File: src/csq_pkg.sv
// Shared types and constants for the counting semaphore with wait queue.
// No dependencies; the datapath, controller, top level, checkers and testbench import this package.
`default_nettype none

package csq_pkg;

   // Default sizes
   localparam int WAIT_DEPTH_DEF = 16;
   localparam int ID_BITS_DEF    = 8;
   localparam int COUNT_BITS_DEF = 16;

   // Fixed field widths
   localparam int CSR_W    = 16;
   localparam int STATUS_W = 3;

   // Operation codes
   localparam logic FUNC_DOWN = 1'b0;
   localparam logic FUNC_UP   = 1'b1;

   // Result codes
   typedef enum logic [STATUS_W-1:0] {
      STAT_ACQUIRED = 3'd0,
      STAT_QUEUED   = 3'd1,
      STAT_RAISED   = 3'd2,
      STAT_WOKEN    = 3'd3,
      STAT_FULL     = 3'd4,
      STAT_AT_MAX   = 3'd5
   } status_type;

   // Datapath flags seen by the controller
   typedef struct packed {
      logic count_zero;
      logic count_max;
      logic queue_empty;
      logic queue_full;
   } csq_dp_stat_type;

   // Controller commands to the datapath
   typedef struct packed {
      logic take;
      logic raise;
      logic push;
      logic pop;
      logic show_woken;
   } csq_cmd_type;

endpackage

`default_nettype wire

File: src/csq_ram.sv
// Generic single-write, single-read RAM with registered read data.
// No dependencies.
`default_nettype none

module csq_ram #(
   parameter int WIDTH = 8,
   parameter int DEPTH = 16,
   localparam int ADDR_W = (DEPTH > 1) ? $clog2(DEPTH) : 1
) (
   input  wire logic              clock,
   input  wire logic              wr_en,
   input  wire logic [ADDR_W-1:0] wr_addr,
   input  wire logic [WIDTH-1:0]  wr_data,
   input  wire logic [ADDR_W-1:0] rd_addr,
   output logic      [WIDTH-1:0]  rd_data
);

   logic [WIDTH-1:0] mem [DEPTH];
   logic [WIDTH-1:0] rd_data_ff;

   // Write port and registered read port
   always_ff @(posedge clock) begin
      if (wr_en) begin
         mem[wr_addr] <= wr_data;
      end
      rd_data_ff <= mem[rd_addr];
   end

   assign rd_data = rd_data_ff;

endmodule

`default_nettype wire

File: src/csq_dpath.sv
// Datapath: unit count, wait queue pointers and occupancy, queue RAM.
// Depends on csq_pkg and csq_ram.
`default_nettype none

module csq_dpath
   import csq_pkg::*;
#(
   parameter int WAIT_DEPTH = WAIT_DEPTH_DEF,
   parameter int ID_BITS    = ID_BITS_DEF,
   parameter int COUNT_BITS = COUNT_BITS_DEF
) (
   input  wire logic             clock,
   input  wire logic             reset,
   input  wire logic             csr_we,
   input  wire logic [CSR_W-1:0] csr_initial_count,
   input  wire logic [ID_BITS-1:0] req_thread_id,
   input  wire csq_cmd_type      cmd,
   output csq_dp_stat_type       stat,
   output logic [ID_BITS-1:0]    woken_thread
);

   localparam int PTR_W  = $clog2(WAIT_DEPTH);
   localparam int OCC_W  = $clog2(WAIT_DEPTH + 1);
   localparam int LOAD_W = (COUNT_BITS > CSR_W) ? COUNT_BITS : CSR_W;
   localparam logic [LOAD_W-1:0] COUNT_MAX_W = LOAD_W'({COUNT_BITS{1'b1}});
   localparam logic [PTR_W-1:0]  LAST_SLOT   = PTR_W'(WAIT_DEPTH - 1);
   localparam logic [OCC_W-1:0]  OCC_FULL    = OCC_W'(WAIT_DEPTH);

   logic [COUNT_BITS-1:0] count_ff, count_in;
   logic [PTR_W-1:0]      head_ff, head_in;
   logic [PTR_W-1:0]      tail_ff, tail_in;
   logic [OCC_W-1:0]      occ_ff, occ_in;
   logic [LOAD_W-1:0]     load_wide;
   logic [LOAD_W-1:0]     load_sat;
   logic [ID_BITS-1:0]    rd_data;

   // Wrap a queue pointer at the last slot
   function automatic logic [PTR_W-1:0] next_slot(input logic [PTR_W-1:0] p);
      logic [PTR_W-1:0] r;
      r = (p == LAST_SLOT) ? '0 : PTR_W'(p + 1'b1);
      return r;
   endfunction

   // Initial count saturates at the counter's range
   assign load_wide = LOAD_W'(csr_initial_count);
   assign load_sat  = (load_wide > COUNT_MAX_W) ? COUNT_MAX_W : load_wide;

   // Next-state logic; a register write overrides any command
   always_comb begin
      count_in = count_ff;
      head_in  = head_ff;
      tail_in  = tail_ff;
      occ_in   = occ_ff;
      if (csr_we) begin
         count_in = load_sat[COUNT_BITS-1:0];
         head_in  = '0;
         tail_in  = '0;
         occ_in   = '0;
      end else begin
         if (cmd.take) begin
            count_in = count_ff - 1'b1;
         end
         if (cmd.raise) begin
            count_in = count_ff + 1'b1;
         end
         if (cmd.push) begin
            tail_in = next_slot(tail_ff);
            occ_in  = occ_ff + 1'b1;
         end
         if (cmd.pop) begin
            head_in = next_slot(head_ff);
            occ_in  = occ_ff - 1'b1;
         end
      end
   end

   always_ff @(posedge clock) begin
      if (reset) begin
         count_ff <= '0;
         head_ff  <= '0;
         tail_ff  <= '0;
         occ_ff   <= '0;
      end else begin
         count_ff <= count_in;
         head_ff  <= head_in;
         tail_ff  <= tail_in;
         occ_ff   <= occ_in;
      end
   end

   // Queue storage: write at tail, head read lands with the result beat
   csq_ram #(
      .WIDTH (ID_BITS),
      .DEPTH (WAIT_DEPTH)
   ) u_ram (
      .clock   (clock),
      .wr_en   (cmd.push && !csr_we),
      .wr_addr (tail_ff),
      .wr_data (req_thread_id),
      .rd_addr (head_ff),
      .rd_data (rd_data)
   );

   // Flags for the controller
   assign stat.count_zero  = (count_ff == '0);
   assign stat.count_max   = &count_ff;
   assign stat.queue_empty = (occ_ff == '0);
   assign stat.queue_full  = (occ_ff == OCC_FULL);

   assign woken_thread = cmd.show_woken ? rd_data : '0;

endmodule

`default_nettype wire

File: src/csq_ctrl.sv
// Controller: accepts requests, decides the outcome, drives the datapath.
// Depends on csq_pkg.
`default_nettype none

module csq_ctrl
   import csq_pkg::*;
(
   input  wire logic            clock,
   input  wire logic            reset,
   input  wire logic            start,
   input  wire logic            req_func,
   input  wire csq_dp_stat_type stat,
   output logic                 busy,
   output logic                 rsp_strobe,
   output logic [STATUS_W-1:0]  rsp_status,
   output logic                 rsp_woken_valid,
   output csq_cmd_type          cmd
);

   typedef enum logic [1:0] {
      ST_BOOT,
      ST_IDLE,
      ST_RESP
   } state_type;

   state_type  state_ff, state_in;
   logic       busy_ff, busy_in;
   logic       strobe_ff, strobe_in;
   status_type status_ff, status_in;
   logic       woken_ff, woken_in;
   logic       accept;
   status_type decide;
   logic       take, raise, push, pop;

   assign accept = start && !busy_ff;

   // Outcome of the request on the current count and queue
   always_comb begin
      take   = 1'b0;
      raise  = 1'b0;
      push   = 1'b0;
      pop    = 1'b0;
      decide = STAT_FULL;
      if (req_func == FUNC_DOWN) begin
         priority if (!stat.count_zero) begin
            take   = 1'b1;
            decide = STAT_ACQUIRED;
         end else if (!stat.queue_full) begin
            push   = 1'b1;
            decide = STAT_QUEUED;
         end else begin
            decide = STAT_FULL;
         end
      end else begin
         priority if (!stat.queue_empty) begin
            pop    = 1'b1;
            decide = STAT_WOKEN;
         end else if (!stat.count_max) begin
            raise  = 1'b1;
            decide = STAT_RAISED;
         end else begin
            decide = STAT_AT_MAX;
         end
      end
   end

   // Next state and registered outputs
   always_comb begin
      state_in  = state_ff;
      busy_in   = busy_ff;
      strobe_in = 1'b0;
      status_in = status_ff;
      woken_in  = 1'b0;
      unique case (state_ff)
         ST_BOOT: begin
            state_in = ST_IDLE;
            busy_in  = 1'b0;
         end
         ST_IDLE, ST_RESP: begin
            state_in  = accept ? ST_RESP : ST_IDLE;
            strobe_in = accept;
            woken_in  = accept && pop;
            if (accept) begin
               status_in = decide;
            end
         end
         default: begin
            state_in = ST_BOOT;
            busy_in  = 1'b1;
         end
      endcase
   end

   always_ff @(posedge clock) begin
      if (reset) begin
         state_ff  <= ST_BOOT;
         busy_ff   <= 1'b1;
         strobe_ff <= 1'b0;
         status_ff <= STAT_ACQUIRED;
         woken_ff  <= 1'b0;
      end else begin
         state_ff  <= state_in;
         busy_ff   <= busy_in;
         strobe_ff <= strobe_in;
         status_ff <= status_in;
         woken_ff  <= woken_in;
      end
   end

   // Commands act only on an accepted beat
   assign cmd.take       = accept && take;
   assign cmd.raise      = accept && raise;
   assign cmd.push       = accept && push;
   assign cmd.pop        = accept && pop;
   assign cmd.show_woken = woken_ff;

   assign busy            = busy_ff;
   assign rsp_strobe      = strobe_ff;
   assign rsp_status      = status_ff;
   assign rsp_woken_valid = woken_ff;

endmodule

`default_nettype wire

File: src/counting_semaphore_wait_queue_top.sv
// Top level of the counting semaphore with FIFO wait queue.
// Depends on csq_pkg, csq_ctrl, csq_dpath (and csq_ram below it).
//
//   Channel   Ports                                   Handshake
//   request   req_func, req_thread_id                 start high, busy low
//   response  rsp_status, rsp_woken_valid/_thread     rsp_strobe, one cycle
//   config    csr_initial_count                       csr_we, one cycle
//
// A request's response beat comes in the cycle right after it is taken.
// A new request is taken every cycle while busy is low, also during a response
// beat; the response beat carries the controller's registered outcome and the
// queue RAM's registered head read.
// Reset is synchronous: busy is high while reset is held and in the boot state after it.
// The receiver cannot stall; a response beat is never held.
`default_nettype none

module counting_semaphore_wait_queue_top
   import csq_pkg::*;
#(
   parameter int WAIT_DEPTH = WAIT_DEPTH_DEF,
   parameter int ID_BITS    = ID_BITS_DEF,
   parameter int COUNT_BITS = COUNT_BITS_DEF
) (
   input  wire logic               clock,
   input  wire logic               reset,
   input  wire logic               start,
   output logic                    busy,
   input  wire logic               req_func,
   input  wire logic [ID_BITS-1:0] req_thread_id,
   output logic                    rsp_strobe,
   output logic [STATUS_W-1:0]     rsp_status,
   output logic                    rsp_woken_valid,
   output logic [ID_BITS-1:0]      rsp_woken_thread,
   input  wire logic               csr_we,
   input  wire logic [CSR_W-1:0]   csr_initial_count
);

   csq_cmd_type     cmd;
   csq_dp_stat_type stat;

   csq_ctrl u_ctrl (
      .clock           (clock),
      .reset           (reset),
      .start           (start),
      .req_func        (req_func),
      .stat            (stat),
      .busy            (busy),
      .rsp_strobe      (rsp_strobe),
      .rsp_status      (rsp_status),
      .rsp_woken_valid (rsp_woken_valid),
      .cmd             (cmd)
   );

   csq_dpath #(
      .WAIT_DEPTH (WAIT_DEPTH),
      .ID_BITS    (ID_BITS),
      .COUNT_BITS (COUNT_BITS)
   ) u_dpath (
      .clock             (clock),
      .reset             (reset),
      .csr_we            (csr_we),
      .csr_initial_count (csr_initial_count),
      .req_thread_id     (req_thread_id),
      .cmd               (cmd),
      .stat              (stat),
      .woken_thread      (rsp_woken_thread)
   );

endmodule

`default_nettype wire

File: config.mk
export PLATFORM = sky130hd
export DESIGN_NAME = counting_semaphore_wait_queue_top
export DESIGN_NICKNAME = d
export VERILOG_FILES = /design/src/csq_pkg.sv /design/src/csq_ram.sv /design/src/csq_dpath.sv /design/src/csq_ctrl.sv /design/src/counting_semaphore_wait_queue_top.sv
export SDC_FILE = /design/constraint.sdc
export NUM_CORES = 1
export LEC_CHECK = 0
export ABC_AREA = 1
export BUFFER_PORTS_ARGS = -buffer_cell sky130_fd_sc_hd__buf_2
export CORE_MARGIN = 2
export CORE_UTILIZATION = 55
export CTS_CLUSTER_DIAMETER = 200
export DETAILED_ROUTE_END_ITERATION = 8
export PLACE_DENSITY = 0.83
export SLEW_MARGIN = 20
export SYNTH_ARGS = -nofsm -noshare
export SYNTH_HDL_FRONTEND = slang
export SYNTH_SLANG_ARGS = --single-unit
File: constraint.sdc
create_clock -name clock -period 2.15 [get_ports clock]
set_input_delay 0.1075 -clock clock [delete_from_list [all_inputs] [get_ports clock]]
set_output_delay 0.1075 -clock clock [all_outputs]
set_load 0.005 [all_outputs]
==> summary.md <==
| Metric | Value |
|---|---|
| Total power | 8.203 mW |
| Gpl congestion | 0.9412 |
| CP Launch Point | u_dpath.count_ff[11] |
| Max VDD drop | 569.0 uV |
| CP most frequent cell | nand2_1 |
| Largest area contributor in the netlist | edfxtp_1 |
| Worst Hold Launch | csr_initial_count[11] |
| Synth async-reset ratio | 0% |
| Wire per inst | 19.66 um |
| CP arrival | 2.95 ns |
| Fin nets | 991 |
| CTS H-tree depth | 4 |
| Area contributors post-synth | edfxtp_1 48%, dfxtp_1 11%, nor2_1 6.6% |
| Clk_skew | 0.01293 ns |
| Routed vias | 6855 |
| Crit path time final | 2.577 ns |
| Fin crit share | 119.8% |
| Max-Cap Viols | 0 |
| RSZ-0062 raised after global routing | yes |
| First-pass GRT wire length | 31950 um |
| Synthesized area | 8063 sq um |
| CTS tree | done |
| Seq/Total Area, Yosys | 58.85% |
| Pre-antenna DRT Iters | 5 |
| Vias per cell | 6.061 |
| EDFF count, synth | 128 |
| Fmax | 388.1 MHz |
| Synth cell types | 44 |
| Total wire length | 22230 um |
| Synth-to-layout area growth | 28.52% |
| Cell Chain, Critical Path | nand2_1 > inv_1 > nand2_1 > nor2_1 > nand2_2 > nand3_4 > buf_12 > buf_8 > ha_4 > nand2_2 > inv_2 > nand2_1 > nor3_1 > nand2_1 > nand2_2 > nand3_1 > nand3_2 > nand2_1 > a21oi_2 |
| Final hold vios | 0 |
| Cell family with most CP delay | simple AND/OR/NAND/NOR gates |
| Crit path kind | reg2reg |
| Total global-route track usage | 26.18% |
| Rel. slew slack | 61.15% |
| CP required | 2.52 ns |
| DIE AREA | 15640 sq um |
| Placement row count | 44 |
| Setup ws final | -0.4267 ns |
| Reg clk slew, reported paths | 0.07 ns |
| Post-synth top flop | edfxtp_1 |
| CP max FO | 6 |
| Cell count after synthesis | 803 |
| Crit. End Element | flip-flop |
| Most common cell in the netlist | nor2_1 |
| CORE AREA | 14420 sq um |
| Syn Nets | 860 |
| Num CTS Buffers | 17 |
| Measured slew at the worst slew-check pin | 0.5806 ns |
| Crit Reg-Reg Startpoint | u_dpath.count_ff[11] |
| Grt total ovfl | 0 |
| CP bufs+invs | 4 |
| Max incr delay on CP | 0.35 ns |
| Endpoints failing setup | 131 |
| DR iter-0 viols | 717 |
| Clock root buffer | clkbuf_16 |
| Final Slew Violations | 0 |
| Leakage power | 4.043 nW |
| Clk Latency, worst-skew pair | 0.44 ns |
| Status | finished with violations |
| Share of layout cells above drive strength 1 | 32.31% |
| Yosys reg bits | 173 |
| Worst hold path class | in2reg |
| Largest net degree at the start of global routing | 68 |
| Port bufs | 42 |
| Syn. warnings | 0 |
| Post-DP HPWL | 12580 um |
| CP max stage cell | dfxtp_2 |
| # DRC | 0 |
| Syn_area_per_cell | 10.04 sq um |
| Placement Setup Slack | -0.2790 ns |
| Post-synth top cells | 142 x nor2_1, 130 x nand2_1, 128 x edfxtp_1 |
| Antenna violations before repair | 0 |
| Failing checks | negative setup slack |
| Initial Utilization | 55.90% |
| Die height | 125.1 um |
| Post-route ant nets | 0 |
| Chip Width | 125.1 um |
| Number of global-route vias before repair | 6447 |
| CTS Buffer Depth | 2 |
| Synth top area share | 47.67% |
| I/O pin cnt | 43 |
| # diodes | 0 |
| Clk sinks | 173 |
| Pwr Density | 791.6 nW/um^2 |
| Worst setup SP type | flip-flop |
==> worst register-to-register path, stage by stage (launching register included) <==
cell,delay (ns)
dfxtp_2,0.35
nand2_1,0.08
inv_1,0.06
nand2_1,0.07
nor2_1,0.05
nand2_2,0.10
nand3_4,0.15
buf_12,0.19
buf_8,0.12
ha_4,0.26
nand2_2,0.06
inv_2,0.08
nand2_1,0.10
nor3_1,0.24
nand2_1,0.11
nand2_2,0.11
nand3_1,0.12
nand3_2,0.09
nand2_1,0.06
a21oi_2,0.10
==> state kept, by name, indices dropped and copies added (netlist names) <==
name / count
u_dpath.tail_ff: 4
u_dpath.occ_ff: 5
u_ctrl.state_ff: 2
u_ctrl.busy: 1
u_ctrl.rsp_strobe: 1
u_dpath.u_ram.mem: 128
u_ctrl.rsp_status: 3
u_ctrl.rsp_woken_valid: 1
u_dpath.count_ff: 16
u_dpath.head_ff: 4
u_dpath.u_ram.rd_data: 8
==> cells by family after synthesis <==
kind of cell             after synthesis  synth area share (%)
AO/OA/AOI/OAI                        149                 11.62
flip-flops                           173                 58.85
buffers and inverters                 97                 4.919
AND/OR/NAND/NOR                      330                 17.02
multiplexers                          15                 1.862
XOR/XNOR                              11                 1.195
adder cells (fa/ha/maj)               28                 4.531
==> stage by stage <==
| stage | util [%] | cells | hold WS [ns] | TNS [ns] | area [sq um] |
|---|---|---|---|---|---|
| 4_1_cts | 68.67 | 1121 | 0.000005940 | -0.5902 | 9905 |
| 6_report | 71.84 | 1131 | 0.01859 | -8.396 | 10360 |
| 3_5_place_dp | 62.56 | 1081 | 0.4083 | -2.123 | 9024 |
| 3_3_place_gp | 62.56 | 1081 | 0.3997 | -1.139 | 9024 |
| 5_1_grt | 71.84 | 1131 | 0.009928 | -14.18 | 10360 |
| 2_1_floorplan | - | 803 | 0.2064 | -0.1529 | 8075 |
==> cells in the final DEF, fill, tap and decap left out, types with 14 or more instances in the layout <==
cell type | netlist | final
a21oi_1 | 30 | 21
buf_2 | 7 | 42
buf_4 | 2 | 72
buf_6 | 0 | 14
clkbuf_16 | 0 | 18
dfxtp_1 | 45 | 31
dfxtp_2 | 0 | 14
edfxtp_1 | 128 | 128
ha_4 | 0 | 16
inv_1 | 63 | 52
mux2i_1 | 15 | 15
nand2_1 | 130 | 101
nand2_2 | 3 | 26
nand3_1 | 31 | 25
nor2_1 | 142 | 124
nor2_2 | 4 | 19
o21ai_0 | 58 | 54
o221ai_1 | 14 | 14
o32ai_1 | 18 | 18
==> power breakdown <==
| group | switching, mW | internal (mW) | leakage (nW) |
|---|---|---|---|
| clock | 1.44 | 1.53 | 0.275 |
| combinational | 0.901 | 0.664 | 2.24 |
| sequential | 0.0335 | 3.63 | 1.53 |
| total | 2.38 | 5.83 | 4.04 |
==> area by class of cell <==
class	instances	area, sq um
flip-flops and latches	173	4762
fillers	906	4061
multi-input cells	533	3437
clock inverters	15	142.6
inverters	69	271.5
well taps	184	230.2
repair buffers	140	1094
clock buffers	17	425.4
==> worst paths after layout <==
| path | cells after the start | end | slack [ns] |
|---|---|---|---|
| min reg2reg | 2 | u_ctrl.rsp_status[2] | 0.47 |
| max | 19 | u_dpath.count_ff[15] | -0.43 |
| min | 3 | u_dpath.count_ff[11] | 0.02 |
| max reg2reg | 19 | u_dpath.count_ff[15] | -0.43 |
==> what timing repair did <==
item | 4_1_cts | 5_1_grt
hold endpoints to repair | 5 | 0
setup endpoints to repair | 14 | 143
hold buffers | 5 | 0
cloned | 0 | 1
resized for setup | 44 | 103
pin swaps | 4 | 56
buffers inserted | 3 | 10
==> routing by layer <==
layer / global-route usage (%) / share of wire (%) / vias up
met3: 5.905 / 7.8 / 112
met2: 44.63 / 50 / 414
met1: 31.61 / 37 / 3272
met5: 0 / 0 / -
met4: 12.61 / 5.3 / 0
li1: - / - / 3057
No activity file was read; power rests on OpenSTA's default activity.
